**src/sv/psht_pkg.sv**
```systemverilog
// Shared constants for the polyline surface hit test block.
`default_nettype none

package psht_pkg;

    localparam int MAX_POINTS = 32;
    localparam int ADDR_W     = $clog2(MAX_POINTS);
    localparam int COORD_W    = 16;
    localparam int PIU_W      = 6;
    localparam logic [PIU_W-1:0] PIU_RESET = 6'd20;

    // Multiplier: 19-bit signed by 17-bit signed operand.
    localparam int MUL_A_W = COORD_W + 3;
    localparam int MUL_B_W = COORD_W + 1;
    localparam int PROD_W  = MUL_A_W + MUL_B_W;

    // The quotient magnitude never exceeds the y span of a segment.
    localparam int DIV_STEPS = COORD_W;
    localparam int DIV_CNT_W = $clog2(DIV_STEPS);

    localparam logic CMD_LOAD  = 1'b0;
    localparam logic CMD_QUERY = 1'b1;

endpackage

`default_nettype wire

```
**src/sv/psht_ram.sv**
```systemverilog
// Generic single-write, single-read RAM with registered read data.
`default_nettype none

module psht_ram #(
    parameter int WIDTH = 32,
    parameter int DEPTH = 32
) (
    input  wire logic                     clk,
    input  wire logic                     we,
    input  wire logic [$clog2(DEPTH)-1:0] waddr,
    input  wire logic [WIDTH-1:0]         wdata,
    input  wire logic [$clog2(DEPTH)-1:0] raddr,
    output logic      [WIDTH-1:0]         rdata
);

    logic [WIDTH-1:0] mem [DEPTH];

    always_ff @(posedge clk)
    begin
        if (we)
        begin
            mem[waddr] <= wdata;
        end
        rdata <= mem[raddr];
    end

endmodule

`default_nettype wire

```
**src/sv/polyline_surface_hit_test_core.sv**
```systemverilog
// Polyline surface hit test: point table, segment scan and contact interpolation.
// A load item is written to the point table and gives no result; loads may come back to back.
// A query walks the segments through one RAM read port and one shared multiplier:
// it reads the first point, then for each segment scanned reads the next point,
// checks the span and compares products, and on a hit runs the iterative floor division.
// Reset (rst_n low, asynchronous) empties the output register and loads points_in_use = 20.
`default_nettype none

module polyline_surface_hit_test_core
    import psht_pkg::*;
(
    input  wire logic              clk,
    input  wire logic              rst_n,
    // Input items.
    input  wire logic              s_axis_tvalid,
    output logic                   s_axis_tready,
    // point_index[4:0], point_x[20:5], point_y[36:21], box_left[52:37],
    // box_top[68:53], box_width[83:69], box_height[98:84], zero[103:99]
    input  wire logic [103:0]      s_axis_tdata,
    // command[0]
    input  wire logic              s_axis_tuser,
    // Result items.
    output logic                   m_axis_tvalid,
    input  wire logic              m_axis_tready,
    // contact_x[16:0], contact_y[32:17], zero[39:33]
    output logic [39:0]            m_axis_tdata,
    // hit[0]
    output logic                   m_axis_tuser,
    // points_in_use register.
    input  wire logic              cfg_we,
    input  wire logic [PIU_W-1:0]  cfg_wdata
);

    typedef enum logic [3:0] {
        ST_IDLE,
        ST_FETCH,
        ST_GRAB,
        ST_SPAN,
        ST_MUL2,
        ST_CMP,
        ST_NEXT,
        ST_DIV,
        ST_FIN,
        ST_OUT
    } state_t;

    state_t                      state_reg;
    logic [ADDR_W-1:0]           idx_reg;
    logic [PIU_W-1:0]            piu_reg;
    logic signed [COORD_W:0]     centre_reg;
    logic signed [COORD_W:0]     bottom_reg;
    logic signed [COORD_W-1:0]   x0_reg;
    logic signed [COORD_W-1:0]   y0_reg;
    logic signed [COORD_W-1:0]   x1_reg;
    logic signed [COORD_W-1:0]   y1_reg;
    logic signed [PROD_W-1:0]    prod_reg;
    logic signed [PROD_W-1:0]    num_reg;
    logic [COORD_W-1:0]          den_reg;
    logic [COORD_W-1:0]          rem_reg;
    logic [COORD_W-1:0]          dq_reg;
    logic                        neg_reg;
    logic [DIV_CNT_W-1:0]        div_cnt_reg;
    logic                        res_hit_reg;
    logic signed [COORD_W-1:0]   res_y_reg;
    logic                        m_valid_reg;
    logic                        m_hit_reg;
    logic signed [COORD_W:0]     m_x_reg;
    logic signed [COORD_W-1:0]   m_y_reg;

    // Input fields.
    logic [ADDR_W-1:0]           in_index;
    logic [COORD_W-1:0]          in_px;
    logic [COORD_W-1:0]          in_py;
    logic signed [COORD_W-1:0]   in_left;
    logic signed [COORD_W-1:0]   in_top;
    logic [COORD_W-2:0]          in_width;
    logic [COORD_W-2:0]          in_height;

    logic [PIU_W-1:0]            n_eff;
    logic                        ram_we;
    logic [2*COORD_W-1:0]        ram_rdata;

    logic signed [COORD_W:0]     x0_ext;
    logic signed [COORD_W:0]     x1_ext;
    logic signed [COORD_W:0]     y0_ext;
    logic                        in_span;
    logic signed [COORD_W+1:0]   cx_off;
    logic signed [COORD_W:0]     dx;
    logic signed [COORD_W:0]     dy;
    logic signed [MUL_A_W-1:0]   kp1;
    logic signed [MUL_A_W-1:0]   mul_a;
    logic signed [MUL_B_W-1:0]   mul_b;
    logic signed [PROD_W-1:0]    prod;
    logic signed [PROD_W-1:0]    num_mag;
    logic [COORD_W:0]            div_t;
    logic                        div_ge;
    logic signed [COORD_W+1:0]   quot;
    logic signed [COORD_W+1:0]   height_full;

    assign in_index  = s_axis_tdata[4:0];
    assign in_px     = s_axis_tdata[20:5];
    assign in_py     = s_axis_tdata[36:21];
    assign in_left   = s_axis_tdata[52:37];
    assign in_top    = s_axis_tdata[68:53];
    assign in_width  = s_axis_tdata[83:69];
    assign in_height = s_axis_tdata[98:84];

    assign s_axis_tready = (state_reg == ST_IDLE);
    assign m_axis_tvalid = m_valid_reg;
    assign m_axis_tuser  = m_hit_reg;
    assign m_axis_tdata  = {7'd0, m_y_reg, m_x_reg};

    assign n_eff = (piu_reg > PIU_W'(MAX_POINTS)) ? PIU_W'(MAX_POINTS) : piu_reg;

    // Every slot of the point table is addressable, so all loads are written.
    assign ram_we = s_axis_tready && s_axis_tvalid && (s_axis_tuser == CMD_LOAD);

    psht_ram #(
        .WIDTH (2 * COORD_W),
        .DEPTH (MAX_POINTS)
    ) u_point_ram (
        .clk   (clk),
        .we    (ram_we),
        .waddr (in_index),
        .wdata ({in_py, in_px}),
        .raddr (idx_reg),
        .rdata (ram_rdata)
    );

    // Segment arithmetic shared by the scan steps.
    always_comb
    begin
        x0_ext  = {x0_reg[COORD_W-1], x0_reg};
        x1_ext  = {x1_reg[COORD_W-1], x1_reg};
        y0_ext  = {y0_reg[COORD_W-1], y0_reg};
        in_span = (centre_reg >= x0_ext) && (centre_reg <= x1_ext);
        cx_off  = {centre_reg[COORD_W], centre_reg} - {x0_ext[COORD_W], x0_ext};
        dx      = x1_ext - x0_ext;
        dy      = {y1_reg[COORD_W-1], y1_reg} - y0_ext;
        // One more than the allowed drop below y0: floor(N/D) <= k exactly when N < (k+1)*D.
        kp1     = MUL_A_W'(bottom_reg) - MUL_A_W'(y0_ext) + MUL_A_W'(1);
        if (state_reg == ST_SPAN)
        begin
            mul_a = MUL_A_W'(dy);
            mul_b = {1'b0, cx_off[COORD_W-1:0]};
        end
        else
        begin
            mul_a = kp1;
            mul_b = {1'b0, den_reg};
        end
        prod    = mul_a * mul_b;
        num_mag = num_reg[PROD_W-1] ? -num_reg : num_reg;

        div_t   = {rem_reg, dq_reg[COORD_W-1]};
        div_ge  = (div_t >= {1'b0, den_reg});

        if (neg_reg)
        begin
            quot = -$signed({2'b00, dq_reg}) - $signed({{(COORD_W+1){1'b0}}, (rem_reg != '0)});
        end
        else
        begin
            quot = $signed({2'b00, dq_reg});
        end
        height_full = {y0_ext[COORD_W], y0_ext} + quot;
    end

    always_ff @(posedge clk or negedge rst_n)
    begin
        if (!rst_n)
        begin
            state_reg   <= ST_IDLE;
            idx_reg     <= '0;
            piu_reg     <= PIU_RESET;
            centre_reg  <= '0;
            bottom_reg  <= '0;
            x0_reg      <= '0;
            y0_reg      <= '0;
            x1_reg      <= '0;
            y1_reg      <= '0;
            prod_reg    <= '0;
            num_reg     <= '0;
            den_reg     <= '0;
            rem_reg     <= '0;
            dq_reg      <= '0;
            neg_reg     <= 1'b0;
            div_cnt_reg <= '0;
            res_hit_reg <= 1'b0;
            res_y_reg   <= '0;
            m_valid_reg <= 1'b0;
            m_hit_reg   <= 1'b0;
            m_x_reg     <= '0;
            m_y_reg     <= '0;
        end
        else
        begin
            if (cfg_we)
            begin
                piu_reg <= cfg_wdata;
            end
            // In ST_OUT the output register is refilled below instead.
            if (m_valid_reg && m_axis_tready && (state_reg != ST_OUT))
            begin
                m_valid_reg <= 1'b0;
            end

            case (state_reg)
                ST_IDLE:
                begin
                    if (s_axis_tvalid && (s_axis_tuser == CMD_QUERY))
                    begin
                        centre_reg <= {in_left[COORD_W-1], in_left}
                                      + {3'b000, in_width[COORD_W-2:1]};
                        bottom_reg <= {in_top[COORD_W-1], in_top} + {2'b00, in_height};
                        idx_reg    <= '0;
                        if (n_eff < PIU_W'(2))
                        begin
                            res_hit_reg <= 1'b0;
                            state_reg   <= ST_OUT;
                        end
                        else
                        begin
                            state_reg <= ST_FETCH;
                        end
                    end
                end

                ST_FETCH:
                begin
                    state_reg <= ST_GRAB;
                end

                ST_GRAB:
                begin
                    if (idx_reg == '0)
                    begin
                        x0_reg    <= ram_rdata[COORD_W-1:0];
                        y0_reg    <= ram_rdata[2*COORD_W-1:COORD_W];
                        idx_reg   <= ADDR_W'(1);
                        state_reg <= ST_FETCH;
                    end
                    else
                    begin
                        x1_reg    <= ram_rdata[COORD_W-1:0];
                        y1_reg    <= ram_rdata[2*COORD_W-1:COORD_W];
                        state_reg <= ST_SPAN;
                    end
                end

                ST_SPAN:
                begin
                    if (!in_span)
                    begin
                        state_reg <= ST_NEXT;
                    end
                    else if (dx == '0)
                    begin
                        // A zero-width segment takes the height of its first point.
                        if (bottom_reg >= y0_ext)
                        begin
                            res_hit_reg <= 1'b1;
                            res_y_reg   <= y0_reg;
                            state_reg   <= ST_OUT;
                        end
                        else
                        begin
                            state_reg <= ST_NEXT;
                        end
                    end
                    else
                    begin
                        prod_reg  <= prod;
                        den_reg   <= dx[COORD_W-1:0];
                        state_reg <= ST_MUL2;
                    end
                end

                ST_MUL2:
                begin
                    num_reg   <= prod_reg;
                    prod_reg  <= prod;
                    state_reg <= ST_CMP;
                end

                ST_CMP:
                begin
                    if (num_reg < prod_reg)
                    begin
                        neg_reg     <= num_reg[PROD_W-1];
                        rem_reg     <= num_mag[2*COORD_W-1:COORD_W];
                        dq_reg      <= num_mag[COORD_W-1:0];
                        div_cnt_reg <= '0;
                        state_reg   <= ST_DIV;
                    end
                    else
                    begin
                        state_reg <= ST_NEXT;
                    end
                end

                ST_NEXT:
                begin
                    x0_reg <= x1_reg;
                    y0_reg <= y1_reg;
                    if ((PIU_W'(idx_reg) + PIU_W'(1)) >= n_eff)
                    begin
                        res_hit_reg <= 1'b0;
                        state_reg   <= ST_OUT;
                    end
                    else
                    begin
                        idx_reg   <= idx_reg + ADDR_W'(1);
                        state_reg <= ST_FETCH;
                    end
                end

                ST_DIV:
                begin
                    // Restoring division, one quotient bit per cycle.
                    rem_reg     <= div_ge ? COORD_W'(div_t - {1'b0, den_reg})
                                          : div_t[COORD_W-1:0];
                    dq_reg      <= {dq_reg[COORD_W-2:0], div_ge};
                    div_cnt_reg <= div_cnt_reg + DIV_CNT_W'(1);
                    if (div_cnt_reg == DIV_CNT_W'(DIV_STEPS - 1))
                    begin
                        state_reg <= ST_FIN;
                    end
                end

                ST_FIN:
                begin
                    res_hit_reg <= 1'b1;
                    res_y_reg   <= height_full[COORD_W-1:0];
                    state_reg   <= ST_OUT;
                end

                ST_OUT:
                begin
                    if (!m_valid_reg || m_axis_tready)
                    begin
                        m_valid_reg <= 1'b1;
                        m_hit_reg   <= res_hit_reg;
                        m_x_reg     <= res_hit_reg ? centre_reg : '0;
                        m_y_reg     <= res_hit_reg ? res_y_reg : '0;
                        state_reg   <= ST_IDLE;
                    end
                end

                default:
                begin
                    state_reg <= ST_IDLE;
                end
            endcase
        end
    end

    // A miss carries zero contact coordinates.
    assert property (@(posedge clk) disable iff (!rst_n)
        (m_axis_tvalid && !m_axis_tuser) |-> (m_axis_tdata == '0))
        else $error("miss result with nonzero contact");

    // A query holds off further input for at least the following cycle.
    assert property (@(posedge clk) disable iff (!rst_n)
        (s_axis_tvalid && s_axis_tready && (s_axis_tuser == CMD_QUERY)) |=> !s_axis_tready)
        else $error("input taken while a query is in progress");

    // The divider only runs on a segment of nonzero width.
    assert property (@(posedge clk) disable iff (!rst_n)
        (state_reg == ST_DIV) |-> (den_reg != '0))
        else $error("division by a zero-width segment");

    // The scan never reads past the last point in use.
    assert property (@(posedge clk) disable iff (!rst_n)
        (state_reg == ST_SPAN) |-> (PIU_W'(idx_reg) < n_eff))
        else $error("segment index beyond points in use");

    // The final step of an interpolated hit is only ever entered from the divider.
    assert property (@(posedge clk) disable iff (!rst_n)
        ((state_reg == ST_FIN) && !$past(state_reg == ST_DIV)) |-> 1'b0)
        else $error("division finished without running");

endmodule

`default_nettype wire
```
**config.mk**
```make
export PLATFORM = sky130hd
export DESIGN_NAME = polyline_surface_hit_test_core
export DESIGN_NICKNAME = d
export VERILOG_FILES = /design/src/sv/psht_pkg.sv /design/src/sv/psht_ram.sv /design/src/sv/polyline_surface_hit_test_core.sv
export SDC_FILE = /design/constraint.sdc
export NUM_CORES = 2
export LEC_CHECK = 0
export BUFFER_PORTS_ARGS = -buffer_cell sky130_fd_sc_hd__buf_2
export CAP_MARGIN = 10
export CORE_MARGIN = 2
export CORE_UTILIZATION = 55
export CTS_CLUSTER_SIZE = 16
export DETAILED_ROUTE_END_ITERATION = 6
export GPL_ROUTABILITY_DRIVEN = 0
export GPL_TIMING_DRIVEN = 1
export PLACE_DENSITY = 0.71
export SLEW_MARGIN = 40
export SYNTH_ARGS = -nofsm -noshare
export SYNTH_HDL_FRONTEND = slang
export SYNTH_SLANG_ARGS = --single-unit
```
**constraint.sdc**
```tcl
create_clock -name clk -period 20.6 [get_ports clk]
set_clock_uncertainty 0.05 [all_clocks]
set_input_delay 5.15 -clock clk [delete_from_list [all_inputs] [get_ports clk]]
set_output_delay 5.15 -clock clk [all_outputs]
set_load 0.05 [all_outputs]
```
==> impl_metrics.toml <==
[synth]
synthFlopType = "edfxtp_1"
avgSynthCellArea_um2 = 13.7
ys_ff_latch = 1346
synth_common_cells = "edfxtp_1, inv_1, nand2_1"
syn-instance-count = 5295
netlist.area_leader.share_pct = 42.3
synth-xor-area-share_pct = 1.97
postSynth.asyncResetShare_pct = 21.5
muxShareOfSynthArea_pct = 13.2
synth-edff-count = 1024
synth_compound_area_share_pct = 6.51
synth_simple_gate_area_share_pct = 6.93
yosysMostFrequentCell = "edfxtp_1"
synth_top_family_by_area = "adder cells"
ys_top_cells_by_area = "edfxtp_1, dfrtp_1, mux4_2, fa_1, ha_1"
synth.largest_area_cell = "edfxtp_1"
synth_warnings = 0
synth_area_um2 = 72800
synth_fa_ha_area_share_pct = 14.1
synth-seq-area-share_pct = 53.1
ys_types = 97

[sta]
setup_viol = 0
slew_viol_final = 0
max_freq_ghz = 0.0950
hold_viol = 0
finalCritPeriodShare_pct = 51.1
slew_headroom_pct = 39.1
rsz0062_at_grt = "false"
tightest_slew_ns = 0.908
tns_ns = 0
fin_crit_ns = 10.53

[drt]
drtIter0Drc = 4893
num_vias = 45200
dr.pass1.iters = 6
drt_wl_total_um = 193000
via_per_inst = 6.16
drc = 0
wl_per_cell_um = 26.2
antenna_left = 0

[place]
portBuffers = 145
dp.final_hpwl_um = 123000

[global_route]
antenna_found_initial = 11
grt_usage_pct = 28.8
grt_max_degree = 97
grt_pass1_wl_um = 289000
overflow = 0
grt_pass1_vias = 45900

[floorplan]
core_area_um2 = 131000
num_rows = 133
die_w_um = 368
die_h_um = 368
io_pins = 159
initial_utilization_pct = 55.3
dieArea_um2 = 135000

[worst_setup_path]
worstSetupEndpoint = "prod_reg[34]$_DFFE_PN0P_"
cp.depth = 32
cp_num_buf_inv = 5
required_ns = 21.11
crit_start = "y0_reg[1]$_DFFE_PN0P_"
setup.worst_path.end_class = "flip-flop"
slowest_stage = "mux2i_2"
regToRegStartpoint = "y0_reg[1]$_DFFE_PN0P_"
startpoint_type = "flip-flop"
critPathTopFamily = "compound AO/OA/AOI/OAI gates"
cpPeakStageDelay_ns = 0.68
regToRegSetupSlack_ns = 10.07
path_common_cell = "fa_1"
rr_endpoint = "prod_reg[34]$_DFFE_PN0P_"
cp_max_fo = 10
crit_arrival_ns = 11.04
path_class = "reg -> reg"
reg2reg_depth = 32

[finish]
largest_reg_flops = 1024
syn2layout_area_growth_pct = 11.2
drive_gt1_share_pct = 18.2
layout.nets = 6215

[clocking]
cts_buffers = 140
htree_levels = 4
max-clock-path-buffers = 3
tritoncts = "done"
cts_setup_buffers = 0
cts.reportedPaths.clkPinSlew_ns = 0.06
cts_hold_buf = 0
clock_sinks = 1346
ctsResizeCount = 0
cts-root-buf = "clkbuf_16"
clk_latency_ns = 0.78

[job]
cap_viol_max_count = 0

[status]
outcome = "complete, no violations"

[min_path]
hold_class = "reg -> reg"
## cell usage in the layout (no fill, tap or decap), types with 88 or more instances in the layout
master     instances
dfrtp_1          281
mux2i_1           88
a21oi_1          127
ha_1             315
fa_1             317
mux4_2           320
nor2_1           208
xnor2_1           94
mux2_2           111
nand2_1          445
buf_2            144
clkbuf_16        146
edfxtp_1        1024
o21ai_0          250
inv_1            568
## cell families (layout without fill, tap and decap cells)
| kind of cell | Yosys count | in the layout |
|---|---|---|
| AOI/OAI and AO/OA | 732 | 732 |
| other | 1 | 12 |
| DFF | 1346 | 1346 |
| and+or+nand+nor | 1099 | 1099 |
| xor gates and xnor gates | 164 | 164 |
| muxes | 537 | 537 |
| buffers and inverters | 784 | 1068 |
| adders and majority gates | 632 | 632 |
## worst min-delay path, delay by kind of cell (launching register included)
| family | cells | cell delay (ns) |
|---|---|---|
| AOI/OAI and AO/OA | 1 | 0.06 |
| and+or+nand+nor | 1 | 0.05 |
| DFF | 1 | 0.31 |
## final cells by class
cell class | instances | area [um2]
timing repair buffer | 240 | 1600
sequential | 1346 | 38700
inverter | 568 | 2130
antenna | 5 | 12.5
clock buffer | 181 | 3920
fill | 9785 | 50600
clock inverter | 79 | 766
multi-input combinational | 3171 | 31600
tap | 1755 | 2200
## routing by layer
layer	vias to the layer above	wire length, um	global-route usage [%]
met5	-	34	0
met4	6	10000	13.6
met3	498	15300	5.26
met2	2025	94200	47.0
met1	23100	73200	37.7
li1	19600	-	-
## how the worst min path moves through the flow
stage | from | to | slack [ns] | depth (start not counted)
2_1_floorplan | u_point_ram.rdata[0]$_DFF_P_ | x1_reg[0]$_DFFE_PN0P_ | 0.38 | 2
6_report | u_point_ram.rdata[2]$_DFF_P_ | x1_reg[2]$_DFFE_PN0P_ | 0.42 | 2
4_1_cts | u_point_ram.rdata[3]$_DFF_P_ | x1_reg[3]$_DFFE_PN0P_ | 0.42 | 2
3_5_place_dp | u_point_ram.rdata[3]$_DFF_P_ | x1_reg[3]$_DFFE_PN0P_ | 0.40 | 2
5_1_grt | prod_reg[35]$_DFFE_PN0P_ | num_reg[35]$_DFFE_PN0P_ | 0.43 | 1
3_3_place_gp | u_point_ram.rdata[2]$_DFF_P_ | x1_reg[2]$_DFFE_PN0P_ | 0.39 | 2
## stage by stage
stage	setup slack [ns]	hold WS, ns	std cells	area [um2]	utilization, %
5_1_grt	9.56	0.432	7342	80900	61.5
6_report	10.07	0.418	7345	80900	61.5
2_1_floorplan	11.74	0.383	5301	72800	-
3_3_place_gp	10.18	0.393	7071	75900	57.7
3_5_place_dp	10.28	0.402	7077	76100	57.9
4_1_cts	10.21	0.418	7337	80800	61.5
Power is left out: the tool's default activity adds up to more than one toggle a clock period on the data nets, which glitch-free logic cannot reach.
